===== config.mk =====
export PLATFORM = sky130hd
export DESIGN_NAME = hpsc_sequencer
export DESIGN_NICKNAME = d
export VERILOG_FILES = /design/src/design/hpsc_pkg.sv /design/src/design/hpsc_sequencer.sv
export SDC_FILE = /design/constraint.sdc
export NUM_CORES = 1
export LEC_CHECK = 0
export ABC_CLOCK_PERIOD_IN_PS = 1830
export BUFFER_PORTS_ARGS = -buffer_cell sky130_fd_sc_hd__buf_2
export CAP_MARGIN = 40
export CELL_PAD_IN_SITES_DETAIL_PLACEMENT = 1
export CELL_PAD_IN_SITES_GLOBAL_PLACEMENT = 1
export CORE_AREA = 2 2 39 41
export DETAILED_ROUTE_END_ITERATION = 10
export DIE_AREA = 0 0 41 43
export HOLD_SLACK_MARGIN = 0.03
export PLACE_DENSITY = 0.74
export REMOVE_ABC_BUFFERS = 1
export SYNTH_ARGS = -nofsm -noshare
export SYNTH_HDL_FRONTEND = slang
export SYNTH_SLANG_ARGS = --single-unit
export TNS_END_PERCENT = 1

===== constraint.sdc =====
create_clock -name i_clk -period 1.83 [get_ports i_clk]
set_input_delay 0.183 -clock i_clk [delete_from_list [all_inputs] [get_ports i_clk]]
set_output_delay 0.183 -clock i_clk [all_outputs]
set_load 0.01 [all_outputs]

===== src/design/hpsc_pkg.sv =====
package hpsc_pkg;

    // Field widths.
    localparam int HEADING_W = 12;
    localparam int ERR_W     = 13;
    localparam int RAW_W     = 16;
    localparam int DT_W      = 16;
    localparam int GAIN_W    = 16;
    localparam int INV_W     = 32;
    localparam int INTEG_W   = 64;
    localparam int INC_W     = 30;
    localparam int MUL_W     = 33;
    localparam int PROD_W    = 2 * MUL_W;
    localparam int ITERM_W   = 48;
    localparam int PSUM_W    = ITERM_W + 1;
    localparam int DFULL_W   = PROD_W - 16;
    localparam int DRIVE_W   = 10;
    localparam int PULSE_W   = 11;
    localparam int LED_W     = 4;
    localparam int CFG_IDX_W = 2;
    localparam int CFG_DATA_W = 32;
    localparam int STEP_W    = 4;

    // Configuration register indexes.
    localparam logic [CFG_IDX_W-1:0] REG_TARGET = 2'd0;
    localparam logic [CFG_IDX_W-1:0] REG_GAIN   = 2'd1;
    localparam logic [CFG_IDX_W-1:0] REG_INV_TI = 2'd2;

    // Configuration reset values.
    localparam logic signed [HEADING_W-1:0] TARGET_RST = 12'sd0;
    localparam logic [GAIN_W-1:0]           GAIN_RST   = 16'd655;
    localparam logic [INV_W-1:0]            INV_TI_RST = 32'd28147;

    // Heading conversion.
    localparam logic [RAW_W-1:0]     HEADING_MAX = 16'd3599;
    localparam logic [HEADING_W-1:0] HALF_TURN   = 12'd1800;
    localparam logic [HEADING_W-1:0] FULL_TURN   = 12'd3600;

    // Drive and pulse.
    localparam int DRIVE_LIMIT = 500;
    localparam logic signed [PULSE_W:0] PULSE_MID = 12'sd1500;
    localparam logic [PULSE_W-1:0] PULSE_MIN = 11'd1000;
    localparam logic [PULSE_W-1:0] PULSE_MAX = 11'd2000;

    // Any PI sum beyond this magnitude saturates the drive for every nonzero gain.
    localparam longint SUM_CLAMP = 64'sd2147483648;

    // LED bands, in tenths of degrees of heading minus target.
    localparam int BAND_FAR  = 1200;
    localparam int BAND_MID  = 600;
    localparam int BAND_NEAR = 5;
    localparam logic [LED_W-1:0] LED_R_FAR  = 4'd1;
    localparam logic [LED_W-1:0] LED_R_MID  = 4'd3;
    localparam logic [LED_W-1:0] LED_R_NEAR = 4'd7;
    localparam logic [LED_W-1:0] LED_L_FAR  = 4'd8;
    localparam logic [LED_W-1:0] LED_L_MID  = 4'd12;
    localparam logic [LED_W-1:0] LED_L_NEAR = 4'd14;
    localparam logic [LED_W-1:0] LED_ON     = 4'd15;

    typedef logic [STEP_W-1:0] t_step;

    typedef enum logic [1:0] {
        MOP_INC,
        MOP_HI,
        MOP_LO,
        MOP_DRIVE
    } t_mul_op;

    typedef enum logic [2:0] {
        DOP_NONE,
        DOP_LOAD,
        DOP_INTEG,
        DOP_SAVE_HI,
        DOP_ITERM,
        DOP_SUM,
        DOP_RESULT
    } t_dp_op;

    typedef enum logic [1:0] {
        C_NONE,
        C_NO_START,
        C_OUT_BUSY,
        C_ALWAYS
    } t_cond;

    typedef struct packed {
        logic    mul_en;
        t_mul_op mul_op;
        t_dp_op  dp_op;
        t_cond   cond;
        t_step   target;
        logic    last;
    } t_ctrl;

    typedef struct packed {
        logic start;
        logic out_busy;
    } t_status;

    // Program steps.
    localparam t_step STEP_IDLE   = 4'd0;
    localparam t_step STEP_M_INC  = 4'd1;
    localparam t_step STEP_INTEG  = 4'd2;
    localparam t_step STEP_M_HI   = 4'd3;
    localparam t_step STEP_M_LO   = 4'd4;
    localparam t_step STEP_ITERM  = 4'd5;
    localparam t_step STEP_SUM    = 4'd6;
    localparam t_step STEP_M_DRV  = 4'd7;
    localparam t_step STEP_RESULT = 4'd8;

    localparam t_ctrl CTRL_NOP = '{
        mul_en: 1'b0, mul_op: MOP_INC, dp_op: DOP_NONE,
        cond: C_NONE, target: STEP_IDLE, last: 1'b0
    };

    // Microprogram ROM.
    function automatic t_ctrl uc_word(input t_step s);
        t_ctrl w;
        w = CTRL_NOP;
        unique case (s)
            STEP_IDLE: begin
                w.dp_op  = DOP_LOAD;
                w.cond   = C_NO_START;
                w.target = STEP_IDLE;
            end
            STEP_M_INC: begin
                w.mul_en = 1'b1;
                w.mul_op = MOP_INC;
            end
            STEP_INTEG: begin
                w.dp_op = DOP_INTEG;
            end
            STEP_M_HI: begin
                w.mul_en = 1'b1;
                w.mul_op = MOP_HI;
            end
            STEP_M_LO: begin
                w.mul_en = 1'b1;
                w.mul_op = MOP_LO;
                w.dp_op  = DOP_SAVE_HI;
            end
            STEP_ITERM: begin
                w.dp_op = DOP_ITERM;
            end
            STEP_SUM: begin
                w.dp_op = DOP_SUM;
            end
            STEP_M_DRV: begin
                w.mul_en = 1'b1;
                w.mul_op = MOP_DRIVE;
            end
            STEP_RESULT: begin
                w.dp_op  = DOP_RESULT;
                w.cond   = C_OUT_BUSY;
                w.target = STEP_RESULT;
                w.last   = 1'b1;
            end
            default: begin
                w.cond   = C_ALWAYS;
                w.target = STEP_IDLE;
            end
        endcase
        return w;
    endfunction

endpackage


===== src/design/hpsc_sequencer.sv =====
module hpsc_sequencer
    import hpsc_pkg::*;
(
    input  logic    i_clk,
    input  logic    i_rst_n,
    input  t_status i_status,
    output t_ctrl   o_ctrl
);

    t_step r_step;
    t_step n_step;
    t_ctrl w_word;
    logic  w_jump;

    assign w_word = uc_word(r_step);
    assign o_ctrl = w_word;

    always_comb begin
        unique case (w_word.cond)
            C_NONE:     w_jump = 1'b0;
            C_NO_START: w_jump = !i_status.start;
            C_OUT_BUSY: w_jump = i_status.out_busy;
            C_ALWAYS:   w_jump = 1'b1;
            default:    w_jump = 1'b1;
        endcase
    end

    always_comb begin
        priority if (w_jump) begin
            n_step = w_word.target;
        end else if (w_word.last) begin
            n_step = STEP_IDLE;
        end else begin
            n_step = r_step + t_step'(1);
        end
    end

    always_ff @(posedge i_clk) begin
        if (!i_rst_n) begin
            r_step <= STEP_IDLE;
        end else begin
            r_step <= n_step;
        end
    end

endmodule


==> results.md, run 1 <==
- CTS sink count: 4
- Longest Clk Path Bufs: 2
- Die H: 43 um
- # IOs: 17
- Area growth syn-to-layout: 36.2%
- Total number of vias: 383
- Starting Density: 27.8%
- R2R depth: 5
- ANT cells: 0
- Final worst slack: 0.0301 ns
- Fmax: 556 MHz
- Synth area leader: dfxtp_1
- IO buf count: 13
- Mapped Cells: 50
- Cell family with most CP delay: simple AND/OR/NAND/NOR gates
- Non-filler cells, final: 83
- Rows: 14
- Status: finished clean
- Core area: 0.00138 mm^2
- Pwr Total: 0.468 mW
- Clk Latency, worst-skew pair: 0.23 ns
- Power density over the cells: 895 mW/mm^2
- GRT Util Overall: 10.9%
- Place WS: 0.0937 ns
- Reg-to-Reg Start: r_step[0]
- Hold EP: r_step[3]
- Max reg flops: 4
- Tmin final: 1.80 ns
- Vias in the first global route: 329
- CTS tree: done
- Worst path slowest cell: or4_4
- Startpoint types: register
- CP peak stage delay: 0.54 ns
- WP data arrival: 1.62 ns
- CTS Root Cell: clkbuf_4
- Synth Register Bits: 4
- Max-Cap Viols: 0
- Final ANT Viol Nets: 0
- Initial DRC Count: 1
- DRT Pass-1 Iters: 2
- Chip Width: 41 um
- Hold violation count in the final report: 0
- Final WL: 878 um
- Worst VDD drop: 0.000297 V
- Most frequent cells after synthesis: nor2_1 (5), dfxtp_1 (4), ha_1 (4)
- Routed wire length per instance: 10.6 um
- Top post-synthesis cells by area: dfxtp_1 (21%), ha_1 (13%), buf_4 (5.9%)
- RD Place Congestion: 0.689
- Critical Path Fanout Max: 4
- Synth Warn #: 0
- Buf/Inv on CP: 1
- Final HPWL DP: 685 um
- Average size of a mapped cell: 7.68 um^2
- CP Cell Sequence: ha_2 > or4_4 > nand2_2 > mux2_1 > buf_2
- Pin count of the biggest net entering global routing: 10
- Reg-to-Reg End: r_step[0]
- RSZ-0062 raised after global routing: true
- Initial antenna violation count: 0
- Share of cells above drive strength 1: 46.3%
- Final #Nets: 77
- Placed Cells: 78
- Synth unique cells: 24
- Drt drc: 0
- Max Slew Vio Count: 0
- Largest regs: r_step x4
- First-pass GRT wire length: 1320 um
- Largest register by flop count: r_step
- Critical Path RT: 1.65 ns
- Post-DR vias/cell: 4.61
- Num CTS Buffers: 3
- Die outline area: 0.00176 mm^2
- Crit path kind: reg2out
- Hold Crit Start: i_status[0]
- Worst hold path type: in2reg
- Cts hold-fix bufs: 0
- Most frequent cell after synthesis: nor2_1
- Period Utilization, post-route: 98.4%
- Total global routing overflow: 0
- Post-synth top area share: 20.8%
- H-tree Lvls: 1
- Seq/Total Area, Yosys: 20.8%
- EDFF count, synth: 0
- Syn Std Cell Area: 384 um^2
- Hold depth: 3
- Reg2reg setup slack: 0.26 ns
- Post-synth top flop: dfxtp_1
- # setup viols final: 0
- Reg clk slew, reported paths: 0.04 ns
- Static leakage: 0.250 nW
- CP endpoint kind: output pin
- Clock skew: 0.00285 ns
- Post-synth ARST share: 0%
==> logic make-up (layout without fill, tap and decap cells) <==
family / Yosys count / in the layout / synth area share [%]
flops: 4 / 4 / 20.8
buf+inv: 9 / 24 / 13.7
mux: 2 / 2 / 5.54
fa+ha+maj: 4 / 4 / 13.0
simple gates: 23 / 23 / 35.5
other cells: 1 / 3 / 0.976
compound gates: 7 / 7 / 10.4
==> worst register-to-register path, cell delays in order (launching register included) <==
cell and delay (ns):
dfxtp_4 0.35, ha_2 0.19, or4_4 0.54, buf_4 0.16, nand3b_1 0.15, nor3_1 0.07
==> area by class of cell <==
type	instances	area [um^2]
well taps	16	20.0
fillers	181	861
clock buffers	3	22.5
flip-flops and latches	4	87.6
inverters	3	11.3
repair buffers	18	103
multi-input cells	39	279
==> metrics by stage <==
| stage | util, % | hold slack [ns] | TNS (ns) | area, um^2 |
|---|---|---|---|---|
| 6_report | 37.8 | 0.211 | 0 | 523 |
| 5_1_grt | 37.8 | 0.215 | -0.0357 | 523 |
| 4_1_cts | 37.1 | 0.206 | 0 | 513 |
| 3_5_place_dp | 33.1 | 0.453 | 0 | 458 |
| 3_3_place_gp | 33.1 | 0.445 | 0 | 458 |
| 2_1_floorplan | - | 0.328 | 0 | 350 |
==> metal layers <==
layer,wire [um],up-vias,track usage (%)
met5,0,-,0
met4,0,0,6.00
met3,54,0,1.57
met2,480,13,19.1
met1,344,173,11.6
li1,-,197,-
==> what timing repair did <==
| action | 4_1_cts | 5_1_grt |
|---|---|---|
| pin swaps | 2 | 0 |
| endpoints found under the setup margin | 2 | 1 |
| gates resized for setup | 7 | 4 |
| hold endpoints to repair | 0 | 0 |
| setup buffers | 2 | 0 |
==> layout by cell type (no fill, tap or decap), types with 3 or more instances in the layout <==
master    count
buf_2        13
buf_4         5
clkbuf_4      3
conb_1        3
ha_2          3
nand2_1       3
nand2b_1      3
nor2_1        5
nor2b_1       3
o21ai_0       3
==> report_power, final <==
part	leakage (nW)	internal, mW	switching (mW)
clock network	0.0138	0.0731	0.0325
logic	0.202	0.121	0.127
registers	0.0339	0.102	0.0128
==> how the worst max path moves through the flow <==
stage / cells past startpoint / from / end
after floorplan: 5 / r_step[0] / o_ctrl[5]
after detailed placement: 6 / r_step[0] / o_ctrl[5]
after global placement: 6 / r_step[0] / o_ctrl[5]
final: 5 / r_step[0] / o_ctrl[5]
after CTS: 6 / r_step[0] / o_ctrl[5]
after global routing: 6 / r_step[0] / o_ctrl[5]
Note: power is estimated with default switching activity, not from simulation.
==> inputs of run 2 (changes only) <==
--- a/config.mk
+++ b/config.mk
@@ -5,7 +5,6 @@
 export SDC_FILE = /design/constraint.sdc
 export NUM_CORES = 1
 export LEC_CHECK = 0
-export ABC_CLOCK_PERIOD_IN_PS = 1830
 export BUFFER_PORTS_ARGS = -buffer_cell sky130_fd_sc_hd__buf_2
 export CAP_MARGIN = 40
 export CELL_PAD_IN_SITES_DETAIL_PLACEMENT = 1
@@ -15,7 +14,6 @@
 export DIE_AREA = 0 0 41 43
 export HOLD_SLACK_MARGIN = 0.03
 export PLACE_DENSITY = 0.74
-export REMOVE_ABC_BUFFERS = 1
 export SYNTH_ARGS = -nofsm -noshare
 export SYNTH_HDL_FRONTEND = slang
 export SYNTH_SLANG_ARGS = --single-unit
==> run 2 against run 1 <==
The run now ends with setup timing left. Core utilization grew 1.6 points. Via count is 2.1% higher. Cell count did not move. Combinational power is 17% higher. Clock-buffer cell count is the same. Sequential share of layout area down 0.69 points. Clock power hardly changed. Power increased by 10%. Critical path type unchanged.
==> results.md, run 2 (synthesis gave the netlist of run 1 again) <==
- Status: finished, violations left
- Failing checks: setup timing
- Hold Crit Start: i_status[0]
- CTS sink count: 4
- Longest Clk Path Bufs: 2
- Reg-to-Reg End: r_step[2]
- Most frequent cells in the layout: buf_2 (12), nor2_1 (5), buf_4 (5)
- Area growth syn-to-layout: 42.0%
- GRT Util Overall: 14.7%
- Final worst slack: -0.00673 ns
- Die H: 43 um
- Met1 global-route usage: 13.5%
- Hold depth: 3
- Max reg flops: 4
- Crit path kind: reg2out
- Total global routing overflow: 0
- ANT cells: 0
- RSZ-0062 raised after global routing: true
- Largest regs: r_step x4
- Clock skew: 0.00172 ns
- Post-DR vias/cell: 4.71
- Max Slew Vio Count: 0
- Most Crowded Layer GR: met2
- Fillcell total: 185
- CTS tree: done
- Total number of vias: 391
- Initial antenna violation count: 0
- First-pass GRT wire length: 1670 um
- Rows: 14
- Drt drc: 0
- Worst VDD drop: 0.000215 V
- H-tree Lvls: 1
- Met2 usage: 22.8%
- R2R depth: 6
- Final #Nets: 77
- Reg clk slew, reported paths: 0.04 ns
- Power density over the cells: 945 mW/mm^2
- Global routing usage on met3: 4.19%
- DRT Pass-1 Iters: 1
- # setup viols final: 1
- Hold EP: r_step[3]
- Critical Path RT: 1.65 ns
- Chip Width: 41 um
- Critical Path Fanout Max: 4
- Hold violation count in the final report: 0
- WP data arrival: 1.65 ns
- Pin count of the biggest net entering global routing: 10
- CP endpoint kind: output pin
- Pint: 0.324 mW
- Largest register by flop count: r_step
- Most common cell after layout, fill and taps aside: buf_2
- Startpoint types: register
- Fin Hold WS: 0.204 ns
- RD Place Congestion: 0.658
- Num CTS Buffers: 3
- Fmax: 544 MHz
- Non-filler cells, final: 83
- Final WL: 1070 um
- Tmin final: 1.84 ns
- Period Utilization, post-route: 100%
- Reg-to-Reg Start: r_step[1]
- Core area: 0.00138 mm^2
- Clock share of power: 20.9%
- Die outline area: 0.00176 mm^2
- Static leakage: 0.261 nW
- Placed Cells: 77
- Vias in the first global route: 400
- Worst hold path type: in2reg
- Power share of the combinational group: 56.2%
- Reg2reg setup slack: 0.23 ns
- Reg power frac: 23.0%
- Place WS: 0.0816 ns
- Final ANT Viol Nets: 0
- IO buf count: 13
- Initial DRC Count: 0
- Switch share: 37.2%
- Routed wire length per instance: 12.9 um
- P_sw: 0.192 mW
- Starting Density: 27.8%
- Cts hold-fix bufs: 0
- Final HPWL DP: 753 um
- Clk Latency, worst-skew pair: 0.23 ns
- # IOs: 17
- Max-Cap Viols: 0
- Share of cells above drive strength 1: 47.8%
- CTS Root Cell: clkbuf_4
## run 2: worst max-delay path by stage
stage          cells past startpoint       from   endpoint  slack, ns
6_report                           6  r_step[1]  o_ctrl[5]     -0.007
5_1_grt                            6  r_step[1]  o_ctrl[5]      -0.08
4_1_cts                            6  r_step[1]  o_ctrl[5]      -0.02
3_5_place_dp                       6  r_step[0]  o_ctrl[5]       0.08
3_3_place_gp                       6  r_step[0]  o_ctrl[5]       0.11
2_1_floorplan                      6  r_step[0]  o_ctrl[5]       0.08
## run 2: critical path, stage by stage (launching register included)
cell and delay [ns]:
dfxtp_4 0.37, inv_4 0.05, ha_4 0.15, or4_4 0.53, nand2_2 0.09, mux2_4 0.14, buf_6 0.09
## run 2: routing by layer
layer | share of wire [%] | routed length, um
met3 | 3.8 | 41
met4 | 4.8 | 51
met2 | 52 | 553
met1 | 39 | 420
met5 | 0 | 0
## run 2: power groups by stage
stage | Combinational, mW | Sequential [mW] | Clock [mW]
after global placement | 0.210 | 0.110 | 0
after floorplan | 0.163 | 0.108 | 0
after detailed placement | 0.218 | 0.111 | 0
after global routing | 0.321 | 0.120 | 0.130
final | 0.289 | 0.118 | 0.108
after CTS | 0.271 | 0.114 | 0.116
## run 2: stage by stage
step | instance area [um^2] | TNS [ns] | power, mW | util, %
after floorplan | 392 | 0 | 0.271 | -
final | 546 | -0.00673 | 0.515 | 39.4
after global routing | 546 | -0.0788 | 0.570 | 39.4
after global placement | 450 | 0 | 0.320 | 32.5
after detailed placement | 450 | 0 | 0.329 | 32.5
after CTS | 520 | -0.0186 | 0.501 | 37.6
## run 2: final cells by class
class,instances,area (um^2),share of cell area [%]
repair buffers,18,109,20.0
multi-input cells,39,293,53.7
well taps,16,20.0,3.67
clock buffers,3,22.5,4.13
flip-flops and latches,4,87.6,16.1
inverters,3,13.8,2.52
## run 2: what timing repair did
item / 4_1_cts / 5_1_grt
setup buffers: 2 / 1
cloned: 0 / 0
endpoints found under the setup margin: 2 / 1
gates resized for setup: 11 / 4
pin swaps: 2 / 3
